`config.mk`:
```
export PLATFORM = sky130hd
export DESIGN_NAME = methylation_context_encoder_core
export DESIGN_NICKNAME = d
export VERILOG_FILES = /design/src/sv/mce_pkg.sv /design/src/sv/mce_window.sv /design/src/sv/mce_out_buf.sv /design/src/sv/methylation_context_encoder_core.sv
export SDC_FILE = /design/constraint.sdc
export NUM_CORES = 1
export LEC_CHECK = 0
export BUFFER_PORTS_ARGS = -buffer_cell sky130_fd_sc_hd__buf_4
export CAP_MARGIN = 5
export CORE_MARGIN = 4
export CORE_UTILIZATION = 56
export DETAILED_ROUTE_END_ITERATION = 8
export MAX_ROUTING_LAYER = met4
export PLACE_DENSITY = 0.77
export SYNTH_ARGS = -nofsm -noshare
export SYNTH_HDL_FRONTEND = slang
export SYNTH_SLANG_ARGS = --single-unit
export TNS_END_PERCENT = 5
```
`constraint.sdc`:
```
create_clock -name clk_i -period 3.1 [get_ports clk_i]
set_input_delay 0.155 -clock clk_i [delete_from_list [all_inputs] [get_ports clk_i]]
set_output_delay 0.155 -clock clk_i [all_outputs]
set_load 0.05 [all_outputs]
```
`src/sv/mce_pkg.sv`:
```
`timescale 1ns / 1ps

package mce_pkg;

  localparam int MaxResults = 3;
  localparam int BufDepth   = 4;

  localparam logic [7:0] ChA = 8'h41;
  localparam logic [7:0] ChC = 8'h43;
  localparam logic [7:0] ChG = 8'h47;
  localparam logic [7:0] ChT = 8'h54;

  typedef enum logic [1:0] {
    CTX_CPG  = 2'd0,
    CTX_CHG  = 2'd1,
    CTX_CHH  = 2'd2,
    CTX_NONE = 2'd3
  } ctx_e;

  typedef enum logic [3:0] {
    NUC_A = 4'd0,
    NUC_C = 4'd1,
    NUC_G = 4'd2,
    NUC_T = 4'd3,
    NUC_N = 4'd4
  } nuc_e;

  typedef struct packed {
    logic [7:0] base;
    logic       chrom_end;
  } in_t;

  typedef struct packed {
    logic [5:0] code;
    logic       last;
  } out_t;

  typedef struct packed {
    logic [1:0]                 num;
    logic [MaxResults-1:0][5:0] code;
  } grp_t;

  function automatic nuc_e nuc_code(input logic [7:0] b);
    nuc_e n;
    case (b)
      ChA:     n = NUC_A;
      ChC:     n = NUC_C;
      ChG:     n = NUC_G;
      ChT:     n = NUC_T;
      default: n = NUC_N;
    endcase
    return n;
  endfunction

  // n1/n2 are one and two bases ahead, p1/p2 one and two behind
  function automatic ctx_e ctx_of(input logic [7:0] cur, input logic [7:0] n1,
                                  input logic [7:0] n2, input logic [7:0] p1,
                                  input logic [7:0] p2, input logic vp1,
                                  input logic vp2);
    ctx_e c;
    if (cur == ChC) begin
      if (n1 == ChG) c = CTX_CPG;
      else if (n2 == ChG) c = CTX_CHG;
      else c = CTX_CHH;
    end else if (cur == ChG) begin
      if (vp1 && p1 == ChC) c = CTX_CPG;
      else if (vp2 && p2 == ChC) c = CTX_CHG;
      else c = CTX_CHH;
    end else begin
      c = CTX_NONE;
    end
    return c;
  endfunction

endpackage

```
`src/sv/mce_window.sv`:
```
`timescale 1ns / 1ps

module mce_window (
  input  logic          clk_i,
  input  logic          rst_ni,
  input  logic          accept_i,
  input  mce_pkg::in_t  beat_i,
  output mce_pkg::grp_t grp_o
);

  logic [3:0][7:0] win_q, win_d;
  logic [1:0]      pend_q, pend_d;
  logic [1:0]      hist_q, hist_d;

  logic [1:0]      p;
  logic [1:0]      h;
  logic [2:0]      len;
  logic [2:0]      lo;
  logic [7:0]      e [7];
  logic [2:0][5:0] cd;
  logic [2:0]      first;

  always_comb begin
    p   = (pend_q == 2'd3) ? 2'd2 : pend_q;
    h   = (hist_q == 2'd3) ? 2'd2 : hist_q;
    len = {1'b0, h} + {1'b0, p};
    lo  = 3'd4 - len;
    for (int k = 0; k < 4; k++) begin
      e[k] = win_q[k];
    end
    e[4] = beat_i.base;
    e[5] = '0;
    e[6] = '0;
    for (int j = 2; j < 5; j++) begin
      cd[j-2] = {mce_pkg::ctx_of(e[j], e[j+1], e[j+2], e[j-1], e[j-2],
                                 (3'(j - 1) >= lo), (3'(j - 2) >= lo)),
                 mce_pkg::nuc_code(e[j])};
    end
  end

  // results for this beat, oldest first
  always_comb begin
    grp_o.num  = 2'd0;
    grp_o.code = '0;
    if (beat_i.chrom_end) begin
      grp_o.num = p + 2'd1;
      case (p)
        2'd0: grp_o.code[0] = cd[2];
        2'd1: begin
          grp_o.code[0] = cd[1];
          grp_o.code[1] = cd[2];
        end
        default: grp_o.code = cd;
      endcase
    end else if (p == 2'd2) begin
      grp_o.num     = 2'd1;
      grp_o.code[0] = cd[0];
    end
  end

  always_comb begin
    win_d  = win_q;
    pend_d = pend_q;
    hist_d = hist_q;
    first  = {1'b0, h} + {2'b0, (p == 2'd2)};
    if (accept_i) begin
      if (beat_i.chrom_end) begin
        win_d  = '0;
        pend_d = 2'd0;
        hist_d = 2'd0;
      end else begin
        win_d  = {beat_i.base, win_q[3], win_q[2], win_q[1]};
        pend_d = (p == 2'd2) ? 2'd2 : p + 2'd1;
        hist_d = (first > 3'd2) ? 2'd2 : first[1:0];
      end
    end
  end

  always_ff @(posedge clk_i or negedge rst_ni) begin
    if (!rst_ni) begin
      win_q  <= '0;
      pend_q <= 2'd0;
      hist_q <= 2'd0;
    end else begin
      win_q  <= win_d;
      pend_q <= pend_d;
      hist_q <= hist_d;
    end
  end

endmodule

```
`src/sv/mce_out_buf.sv`:
```
`timescale 1ns / 1ps

module mce_out_buf (
  input  logic          clk_i,
  input  logic          rst_ni,
  input  logic          load_i,
  input  mce_pkg::grp_t grp_i,
  output logic          room_o,
  output logic          out_valid_o,
  input  logic          out_ready_i,
  output mce_pkg::out_t out_data_o
);

  localparam int CntW = $clog2(mce_pkg::BufDepth + 1);

  logic [5:0]      code_q [mce_pkg::BufDepth];
  logic [5:0]      code_d [mce_pkg::BufDepth];
  logic            last_q [mce_pkg::BufDepth];
  logic            last_d [mce_pkg::BufDepth];
  logic [CntW-1:0] cnt_q, cnt_d;
  logic            pop;
  logic [CntW-1:0] base;
  logic [CntW-1:0] num;
  logic [CntW-1:0] rel;

  assign out_valid_o     = (cnt_q != '0);
  assign out_data_o.code = code_q[0];
  assign out_data_o.last = last_q[0];
  assign room_o          = (cnt_q <= CntW'(1));
  assign pop             = out_valid_o && out_ready_i;

  always_comb begin
    base  = cnt_q - CntW'(pop);
    num   = load_i ? CntW'(grp_i.num) : '0;
    cnt_d = base + num;
    rel   = '0;
    for (int i = 0; i < mce_pkg::BufDepth; i++) begin
      if (pop && i < mce_pkg::BufDepth - 1) begin
        code_d[i] = code_q[i+1];
        last_d[i] = last_q[i+1];
      end else begin
        code_d[i] = code_q[i];
        last_d[i] = last_q[i];
      end
      rel = CntW'(i) - base;
      if (CntW'(i) >= base && CntW'(i) < base + num) begin
        code_d[i] = grp_i.code[rel[1:0]];
        last_d[i] = (rel == num - CntW'(1));
      end
    end
  end

  always_ff @(posedge clk_i) begin
    for (int i = 0; i < mce_pkg::BufDepth; i++) begin
      code_q[i] <= code_d[i];
      last_q[i] <= last_d[i];
    end
  end

  always_ff @(posedge clk_i or negedge rst_ni) begin
    if (!rst_ni) begin
      cnt_q <= '0;
    end else begin
      cnt_q <= cnt_d;
    end
  end

endmodule

```
`src/sv/methylation_context_encoder_core.sv`:
```
`timescale 1ns / 1ps

// Methylation context encoder: one ASCII reference base per input beat, one
// 6-bit result code per base (context in code[5:4], nucleotide in
// code[3:0]), two bases behind the input, with chrom_end flushing the
// pending bases. Input and result are decoupled by a four-entry result
// buffer. While the result port is not stalled, a beat that yields at most
// one result is taken every cycle, so a steady base stream runs at one base
// per cycle. A chromosome-end beat yields up to three results; the single
// result port drains them one per cycle unless stalled, and the input is
// held off while more than one result waits.
module methylation_context_encoder_core (
  input  logic          clk_i,
  input  logic          rst_ni,
  input  logic          in_valid_i,
  output logic          in_ready_o,
  input  mce_pkg::in_t  in_data_i,
  output logic          out_valid_o,
  input  logic          out_ready_i,
  output mce_pkg::out_t out_data_o
);

  logic          accept;
  mce_pkg::grp_t grp;

  assign accept = in_valid_i && in_ready_o;

  mce_window u_window (
    .clk_i    (clk_i),
    .rst_ni   (rst_ni),
    .accept_i (accept),
    .beat_i   (in_data_i),
    .grp_o    (grp)
  );

  mce_out_buf u_out_buf (
    .clk_i       (clk_i),
    .rst_ni      (rst_ni),
    .load_i      (accept),
    .grp_i       (grp),
    .room_o      (in_ready_o),
    .out_valid_o (out_valid_o),
    .out_ready_i (out_ready_i),
    .out_data_o  (out_data_o)
  );

endmodule

```
After elaboration in Yosys (flattened, before gate mapping)

Memories as Yosys holds them, arrays and structs flattened.
Index checks and enable logic that the tools add are counted.

Mux-type cells: 56
Reductions and logical operators: 13
Add/subtract/negate cells: 11
Eq/ne operators: 22
Magnitude comparators: 18

Operators with widths:

| operator                                                                        | count |
|---|---|
| 8-bit by 7-bit equality test with 1-bit output, second input constant           | 14 |
| 6-bit two-way mux                                                               | 14 |
| 6-bit binary-select mux with 2-bit select                                       | 4 |
| 2-bit two-way mux                                                               | 23 |
| 3-bit case mux with 4 select lines                                              | 3 |
| 32-bit two-way mux                                                              | 1 |
| 6-bit case mux with 2 select lines                                              | 2 |
| 3-bit equality test                                                             | 4 |
| 1-bit by 3-bit >= comparator with 1-bit output, first input constant            | 4 |
| 2-bit by 3-bit >= comparator with 1-bit output, first input constant            | 4 |
| 2-bit by 3-bit < comparator with 1-bit output, second input constant            | 4 |
| 12-bit two-way mux                                                              | 1 |
| 1-bit logical AND                                                               | 10 |
| 1-bit two-way mux                                                               | 8 |
| 2-bit equality test, second input constant                                      | 3 |
| 1-bit by 3-bit < comparator with 1-bit output, first input constant             | 2 |
| 2-bit by 3-bit < comparator with 1-bit output, first input constant             | 2 |
| 1-bit by 3-bit subtractor with 3-bit output, first input constant               | 2 |
| 2-bit by 3-bit subtractor with 3-bit output, first input constant               | 2 |
| 2-bit by 1-bit adder with 3-bit output                                          | 1 |
| 2-bit by 2-bit adder with 3-bit output                                          | 1 |
| 3-bit adder                                                                     | 1 |
| 3-bit by 2-bit greater-than comparator with 1-bit output, second input constant | 1 |
| 3-bit by 1-bit <= comparator with 1-bit output, second input constant           | 1 |
| 8 further kinds                                                                 | 8 |

Word-level logic and storage cells: 129
Bits in registers: 39
Memories kept: 2
Output and inout bits: 9
Memory bits (writable): 28
Input port bits: 13

Memories:

| name             | words | bits a word | rd ports | clocked after Yosys merged registers in | wr ports | RTL line          | RTL |
|---|---|---|---|---|---|---|---|
| u_out_buf.code_q | 4     | 6           | 4        | 0                                       | 4        | mce_out_buf.sv:16 | `logic [5:0] code_q [mce_pkg::BufDepth];` |
| u_out_buf.last_q | 4     | 1           | 4        | 0                                       | 4        | mce_out_buf.sv:18 | `logic last_q [mce_pkg::BufDepth];` |

Longest topological paths before layout

Gate-level depths: netlist (run 1).

Depth after elaboration: 15
Depth in mapped cells: 15
Depth with buffers taken out: 15

Cells and area by module

A second synthesis (run 1) with hierarchy kept.

Cell total of the unflattened synthesis: 455
Area total of the unflattened synthesis: 4270.3 µm²

By module, submodules not included:

| module                           | cells an instance | times used | sequential area each (µm²) | area each (µm²) |
|---|---|---|---|---|
| mce_window                       | 284               | 1          | 900.9                      | 2347.3 |
| mce_out_buf                      | 170               | 1          | 915.9                      | 1916.8 |
| methylation_context_encoder_core | 1                 | 1          | 0.0                        | 6.3 |

Worst setup path before layout (run 1)

Ideal clock, no wire load.

Kind: register -> register
From: reg u_out_buf.cnt_q[2]
To: mem u_out_buf.code_q[0][0], data pin
Path buffers: 0
Cell stages (with the launch flop): 16
Required time: 2.841 ns
Path slack: -1.432 ns
Setup time: 0.259 ns
Arrival time: 4.273 ns
Period minus slack after synthesis: 4.532 ns
Path through: dfrtp_1 -> nor2_1 -> nand2_1 -> nand2_1 -> inv_1 -> ha_1 -> inv_2 -> ha_1 -> inv_1 -> fa_1 -> xnor3_1 -> or2_1 -> o21bai_2 -> and4b_1 -> a21oi_1 -> o21ai_1

RTL lines:

| item                     | RTL line          | RTL |
|---|---|---|
| start: declaration       | mce_out_buf.sv:20 | `logic [CntW-1:0] cnt_q, cnt_d;` |
| start signal: assignment | mce_out_buf.sv:64 | `cnt_q <= cnt_d;` |
| end: declaration         | mce_out_buf.sv:16 |  |

==> qor.csv, run 1 <==
metric;value;unit
GR Overflow Total;0;
mapped cell area;4140;sq um
Main synth FF type;dfrtp_1;
Final ANT Viol Nets;0;
max_cap viols;0;
Syn Inst Count;445;
Synth Area in Adders;0.0531;
Crit Path Category;reg2reg;
DIE WIDTH;94.0;um
gp weighted congestion;0.943;
final worst slack;0.0119;ns
H-tree Lvls;3;
Power Dens Cells;1250;nW/um^2
first-pass GRT wire length;16500;um
Initial Util;0.574;
Psw;2.74;mW
post-synthesis compound-gate area fraction;0.213;
EDFF count, synth;26;
status;finished clean;
Synth Warn #;0;
fmax;324;MHz
number of global-route vias before repair;3315;
Post-synth ARST share;0.600;
largest cells by area after synthesis;dfrtp_1 (24%), edfxtp_1 (19%), nand2_1 (8.2%), ha_1 (4.8%), o21ai_0 (4.8%);
largest family of logic cells by synthesized area;simple AND/OR/NAND/NOR gates;
CTS tree;built;
Slew HR;0.541;
WL per Instance;17.3;um
Crit path arrival time;3.17;ns
syn avg cell area;9.31;sq um
VDD IR max;0.507;mV
Clock Sink Count;65;
Clock Skew;0.00848;ns
final instance area;4760;sq um
GRT Total Usage;0.247;
Synth cell types;76;
simple-gate portion of the synthesized area;0.232;
clock power share;0.131;
Crit. End Element;flip-flop;
slew at the pin closest to its max-slew limit;0.685;ns
root buffer cell;clkbuf_8;
commonest non-fill, non-tap cell in the layout;nand2_1;
final setup violation count;0;
total CTS buffers;9;
setup TNS;0;ns
layout cell share with drive strength beyond 1;0.174;
largest fanout on the critical path;10;
largest net degree at the start of global routing;45;
post-synth top area share;0.236;
Placement Cell Area;4520;sq um
Total Routed Length;9890;um
fin nets;498;
die area;8840;sq um
port bufs;21;
# DRC;0;
Required @ worst endpoint;3.19;ns
Core Area;7210;sq um
final design utilization;0.660;
cell internal pwr;3.21;mW
Max Slew Vio Count;0;
sw frac;0.460;
post-synthesis mux area share;0.00996;
Hold Path Class;in2reg;
Seq pwr share;0.291;
drt first pass iters;5;
RSZ-0062 raised after global routing;true;
vias per inst;6.10;
Post-Synth XOR/XNOR Area;0.0245;
Clock Pin Slew Worst Setup and Hold Paths;0.08;ns
drt first-iter violations;367;
Hold Fails Final Rpt;0;
Final Cycle Share;0.996;
Syn Nets;475;
Worst Setup Start Kind;flip-flop;
R2R cell count;13;
clock tree buffer depth;2;
Yosys top cell by area;dfrtp_1;
pre-CTS setup slack;0.0713;ns
vias;3484;
Comb pwr share;0.578;
Final min period;3.09;ns
die height;94.0;um
P&R area growth vs syn;14.9;%
P_leak;1.89;nW
flops & latches, synth;65;
Boundary Pins;22;
initial antenna violation count;0;
row count;31;
Skew-Pair Late Insertion Delay;0.35;ns
WHS Path Cells;3;
post-synthesis sequential area ratio;0.424;
antenna fix cells;0;
most frequent cells in the layout;nand2_1 (87), o21ai_0 (40), dfrtp_1 (39);
post-DP HPWL;7090;um
cell usage after synthesis, drive strengths merged (5+ instances only):
master / instances
nor4b: 5
buf: 5
inv: 18
o211ai: 9
ha: 16
nor3b: 5
o21ai: 47
nor2: 14
nand2: 90
nor2b: 5
dfrtp: 39
clkbuf: 21
a21oi: 18
nor3: 10
a31oi: 7
nand3: 8
xnor2: 5
o31ai: 8
edfxtp: 26
cells by family (layout without fill, tap and decap cells):
group                      count (synthesis)  in the layout
AOI/OAI and AO/OA                        130            130
xor gates and xnor gates                  10             10
adders and majority gates                 17             17
buffers and inverters                     46             73
DFF                                       65             65
muxes                                      4              4
other                                      1              1
and+or+nand+nor                          172            172
registers in the layout, indices dropped and copies added, names as in the netlist:
name	flops
u_out_buf.cnt_q	3
u_out_buf.code_q	22
u_out_buf.last_q	4
u_window.e	32
u_window.hist_q	2
u_window.pend_q	2
metal layers:
layer / up-vias / GRT usage / share of wire
li1: 1675 / - / -
met1: 1630 / 0.332 / 0.45
met2: 148 / 0.373 / 0.46
met3: 31 / 0.0497 / 0.067
met4: 0 / 0.0890 / 0.025
met5: - / - / 0
worst max-delay path, cell delays in order, from the launching register on:
cell,delay (ns)
dfrtp_1,0.43
nor2_4,0.15
nand2_4,0.07
nand2_4,0.08
inv_2,0.05
ha_4,0.16
ha_4,0.24
fa_2,0.39
xnor3_1,0.24
or2_4,0.30
o21bai_4,0.26
and4b_1,0.24
a21oi_1,0.13
o21ai_1,0.10
metrics by stage:
stage	hold WS, ns	instances	power (mW)
after floorplan	-0.141	445	4.23
after global placement	0.150	554	4.95
after detailed placement	0.154	554	5.08
after CTS	0.0874	570	5.87
after global routing	0.107	571	6.36
final	0.0968	571	5.95
final timing paths:
path                            slack [ns]                          from                                to
min in group asynchronous             0.32                        rst_ni        u_window.e[31]$_DFFE_PN0N_
worst min-delay path                   0.1                  in_data_i[8]        u_window.e[31]$_DFFE_PN0N_
worst min register to register        0.48    u_window.e[49]$_DFFE_PN0N_        u_window.e[49]$_DFFE_PN0N_
max in group asynchronous             2.43                        rst_ni        u_window.e[54]$_DFFE_PN0N_
worst max register to register        0.01  u_out_buf.cnt_q[2]$_DFF_PN0_  u_out_buf.code_q[0][0]$_DFFE_PP_
worst max-delay path                  0.01  u_out_buf.cnt_q[2]$_DFF_PN0_  u_out_buf.code_q[0][0]$_DFFE_PP_
repair_timing:
action	in CTS	in global routing
hold buffers	1	0
endpoints found under the setup margin	0	12
resized for setup	0	1
endpoints found under the hold margin	39	0
setup buffers	0	1
layout make-up:
type	count	area, sq um
fill	582	2450
timing repair buffer	38	288
tap	99	124
multi-input combinational	334	2290
sequential	65	1760
clock buffer	15	219
inverter	20	80.1
power groups by stage:
stage | Combinational (mW) | Clock (mW) | Sequential [mW]
final | 3.44 | 0.780 | 1.73
after floorplan | 2.43 | 0 | 1.80
after detailed placement | 3.33 | 0 | 1.74
after global routing | 3.76 | 0.826 | 1.77
after CTS | 3.35 | 0.790 | 1.73
after global placement | 3.24 | 0 | 1.72
(Power assumes the default switching activity.)
==> run 2: changes to the inputs <==
CORE_MARGIN = not set   (was 4)
SYNTH_HIERARCHICAL = 1   (was not set)
==> run 2 against run 1 <==
- register-to-register slack better by 0.06 ns
- sequential power about the same
- clock skew increased by 0.0012 ns
- final area rose by 0.87%
- global-route usage decreased by 0.19 points
- worst hold slack got worse by 0.053 ns
- non-clock buffer count increased by 5
- die area down 9.7%
- first-iteration DRC count shrank 62%
- largest power group unchanged
==> qor.csv, run 2 <==
metric;value;unit
GRT Total Usage;0.245;
die area;7980;sq um
Synth cell types;60;
status;finished clean;
Seq. cell area;1820;sq um
area occupied by multi-input gates;2170;sq um
Final ANT Viol Nets;0;
root buffer cell;clkbuf_8;
Hold WS;0.0441;ns
largest fanout on the critical path;4;
first-pass GRT wire length;14300;um
largest cells by area after synthesis;dfrtp_1 (23%), edfxtp_1 (20%), o21ai_0 (7.7%), nand3b_1 (6.0%), inv_1 (4.5%);
gp weighted congestion;0.866;
fin nets;508;
Clock Skew;0.00965;ns
Post-synth ARST share;0.582;
total CTS buffers;9;
flops & latches, synth;67;
Final Cycle Share;0.976;
Cell Chain, Critical Path;nor2_2 -> inv_1 -> ha_1 -> ha_1 -> xor2_1 -> nor2_1 -> and3_1 -> a21oi_1 -> o32ai_1 -> mux2_2 -> nand2_1 -> o21ai_0 -> mux2_2;
Synth top cells by count;o21ai_0 (66), inv_1 (51), nand2_1 (44);
max reg flops;32;
commonest non-fill, non-tap cell in the layout;o21ai_0;
Layout fillers;616;
Syn Inst Count;455;
Crit path arrival time;3.13;ns
Core Area;7330;sq um
most frequent cells in the layout;o21ai_0 (66), inv_1 (47), nand2_1 (43);
slew at the pin closest to its max-slew limit;0.578;ns
Main synth FF type;dfrtp_1;
Skew-Pair Late Insertion Delay;0.35;ns
VDD IR max;0.430;mV
Crit. End Element;flip-flop;
EDFF count, synth;28;
syn avg cell area;9.39;sq um
vias per inst;5.67;
Layout Cells excl Fill;584;
initial antenna violation count;0;
Hold Path Class;in2reg;
Total Routed Length;8680;um
final worst slack;0.0730;ns
vias;3310;
Final min period;3.03;ns
RSZ-0062 raised after global routing;true;
Crit Path Category;reg2reg;
CP delay by family, top;multiplexers;
WP buf/inv;1;
H-tree Lvls;3;
fmax;330;MHz
CTS tree;built;
final setup violation count;0;
Yosys top cell by area;dfrtp_1;
port bufs;21;
layout cell share with drive strength beyond 1;0.186;
P_leak;1.98;nW
CP peak stage delay;0.42;ns
Synth Warn #;6;
Placement Cell Area;4590;sq um
Boundary Pins;22;
CP max stage cell;dfrtp_1;
Max Slew Vio Count;0;
post-synth top area share;0.229;
row count;31;
post-DP HPWL;6290;um
Slew HR;0.615;
GR Overflow Total;0;
Required @ worst endpoint;3.20;ns
clock tree buffer depth;2;
largest net degree at the start of global routing;73;
WHS Path Cells;3;
Hold Fails Final Rpt;0;
R2R cell count;13;
DP Cell Count;564;
Critical Path Stages;13;
Clock Sink Count;67;
count leader, synth;o21ai_0;
drt first pass iters;4;
pre-CTS setup slack;0.00710;ns
number of global-route vias before repair;3088;
mapped cell area;4270;sq um
Clock Pin Slew Worst Setup and Hold Paths;0.08;ns
antenna fix cells;0;
Initial Util;0.583;
die height;89.3;um
P&R area growth vs syn;12.5;%
final instance area;4800;sq um
drt first-iter violations;138;
DIE WIDTH;89.3;um
Power Dens Cells;1160;nW/um^2
post-synthesis sequential area ratio;0.425;
max_cap viols;0;
Worst Setup Start Kind;flip-flop;
# DRC;0;
WL per Instance;14.9;um
run 2: repair_timing:
action / 4_1_cts / 5_1_grt
pin swaps: 0 / 4
resized for setup: 1 / 3
setup endpoints to repair: 7 / 15
hold endpoints to repair: 39 / 0
hold buffers: 1 / 0
buffers inserted: 0 / 3
run 2: worst reg2reg max path: cells and delay by family (launching register included):
family / cells / cell delay, ns
compound gates: 3 / 0.47
fa+ha+maj: 2 / 0.43
mux: 2 / 0.58
buf+inv: 1 / 0.08
xor+xnor: 1 / 0.28
simple gates: 4 / 0.51
flops: 1 / 0.42
run 2: layout make-up:
type / instances / area share
clock buffer: 9 / 0.0258
clock inverter: 7 / 0.00912
inverter: 52 / 0.0412
multi-input combinational: 307 / 0.452
sequential: 67 / 0.378
tap: 99 / 0.0258
timing repair buffer: 43 / 0.0677
run 2: path summary, 6_finish.rpt:
| check | from | to | slack, ns |
|---|---|---|---|
| hold reg to reg | u_out_buf/code_q[2][4]$_DFFE_PP_ | u_out_buf/code_q[1][4]$_DFFE_PP_ | 0.54 |
| setup reg to reg | u_window/pend_q[1]$_DFFE_PN0P_ | u_out_buf/code_q[0][4]$_DFFE_PP_ | 0.07 |
| max in group asynchronous | rst_ni | u_window/e[41]$_DFFE_PN0P_ | 2.44 |
| setup / recovery | u_window/pend_q[1]$_DFFE_PN0P_ | u_out_buf/code_q[0][4]$_DFFE_PP_ | 0.07 |
| min in group asynchronous | rst_ni | u_window/e[30]$_DFFE_PN0P_ | 0.30 |
| hold / removal | in_data_i[7] | u_window/e[30]$_DFFE_PN0P_ | 0.04 |
run 2: layer usage:
layer  track usage  vias up  wire, um
met5             -        -         0
met4         0.120        0       242
met1         0.295     1590      3900
li1              -     1628         -
met3        0.0508       23       272
met2         0.392       69      4270
run 2: kinds of logic (layout without fill, tap and decap cells):
logic type | Yosys count | in the layout | share of synthesized area
simple gates | 151 | 151 | 0.209
compound gates | 97 | 97 | 0.132
buf+inv | 83 | 111 | 0.0791
flops | 67 | 67 | 0.425
mux | 32 | 32 | 0.0841
fa+ha+maj | 15 | 15 | 0.0457
xor+xnor | 9 | 9 | 0.0246
other cells | 1 | 3 | 0.000878
run 2: stage by stage:
stage / total power [mW] / setup TNS (ns) / utilization
final: 5.58 / 0 / 0.655
after global routing: 5.98 / -0.00521 / 0.655
after CTS: 5.56 / 0 / 0.651
after detailed placement: 4.90 / 0 / 0.626
after global placement: 4.76 / 0 / 0.626
after floorplan: 4.20 / -3.12 / -
run 2: power breakdown:
group	internal, mW	switching [mW]
clock network	0.287	0.357
registers	1.47	0.249
logic	1.34	1.87
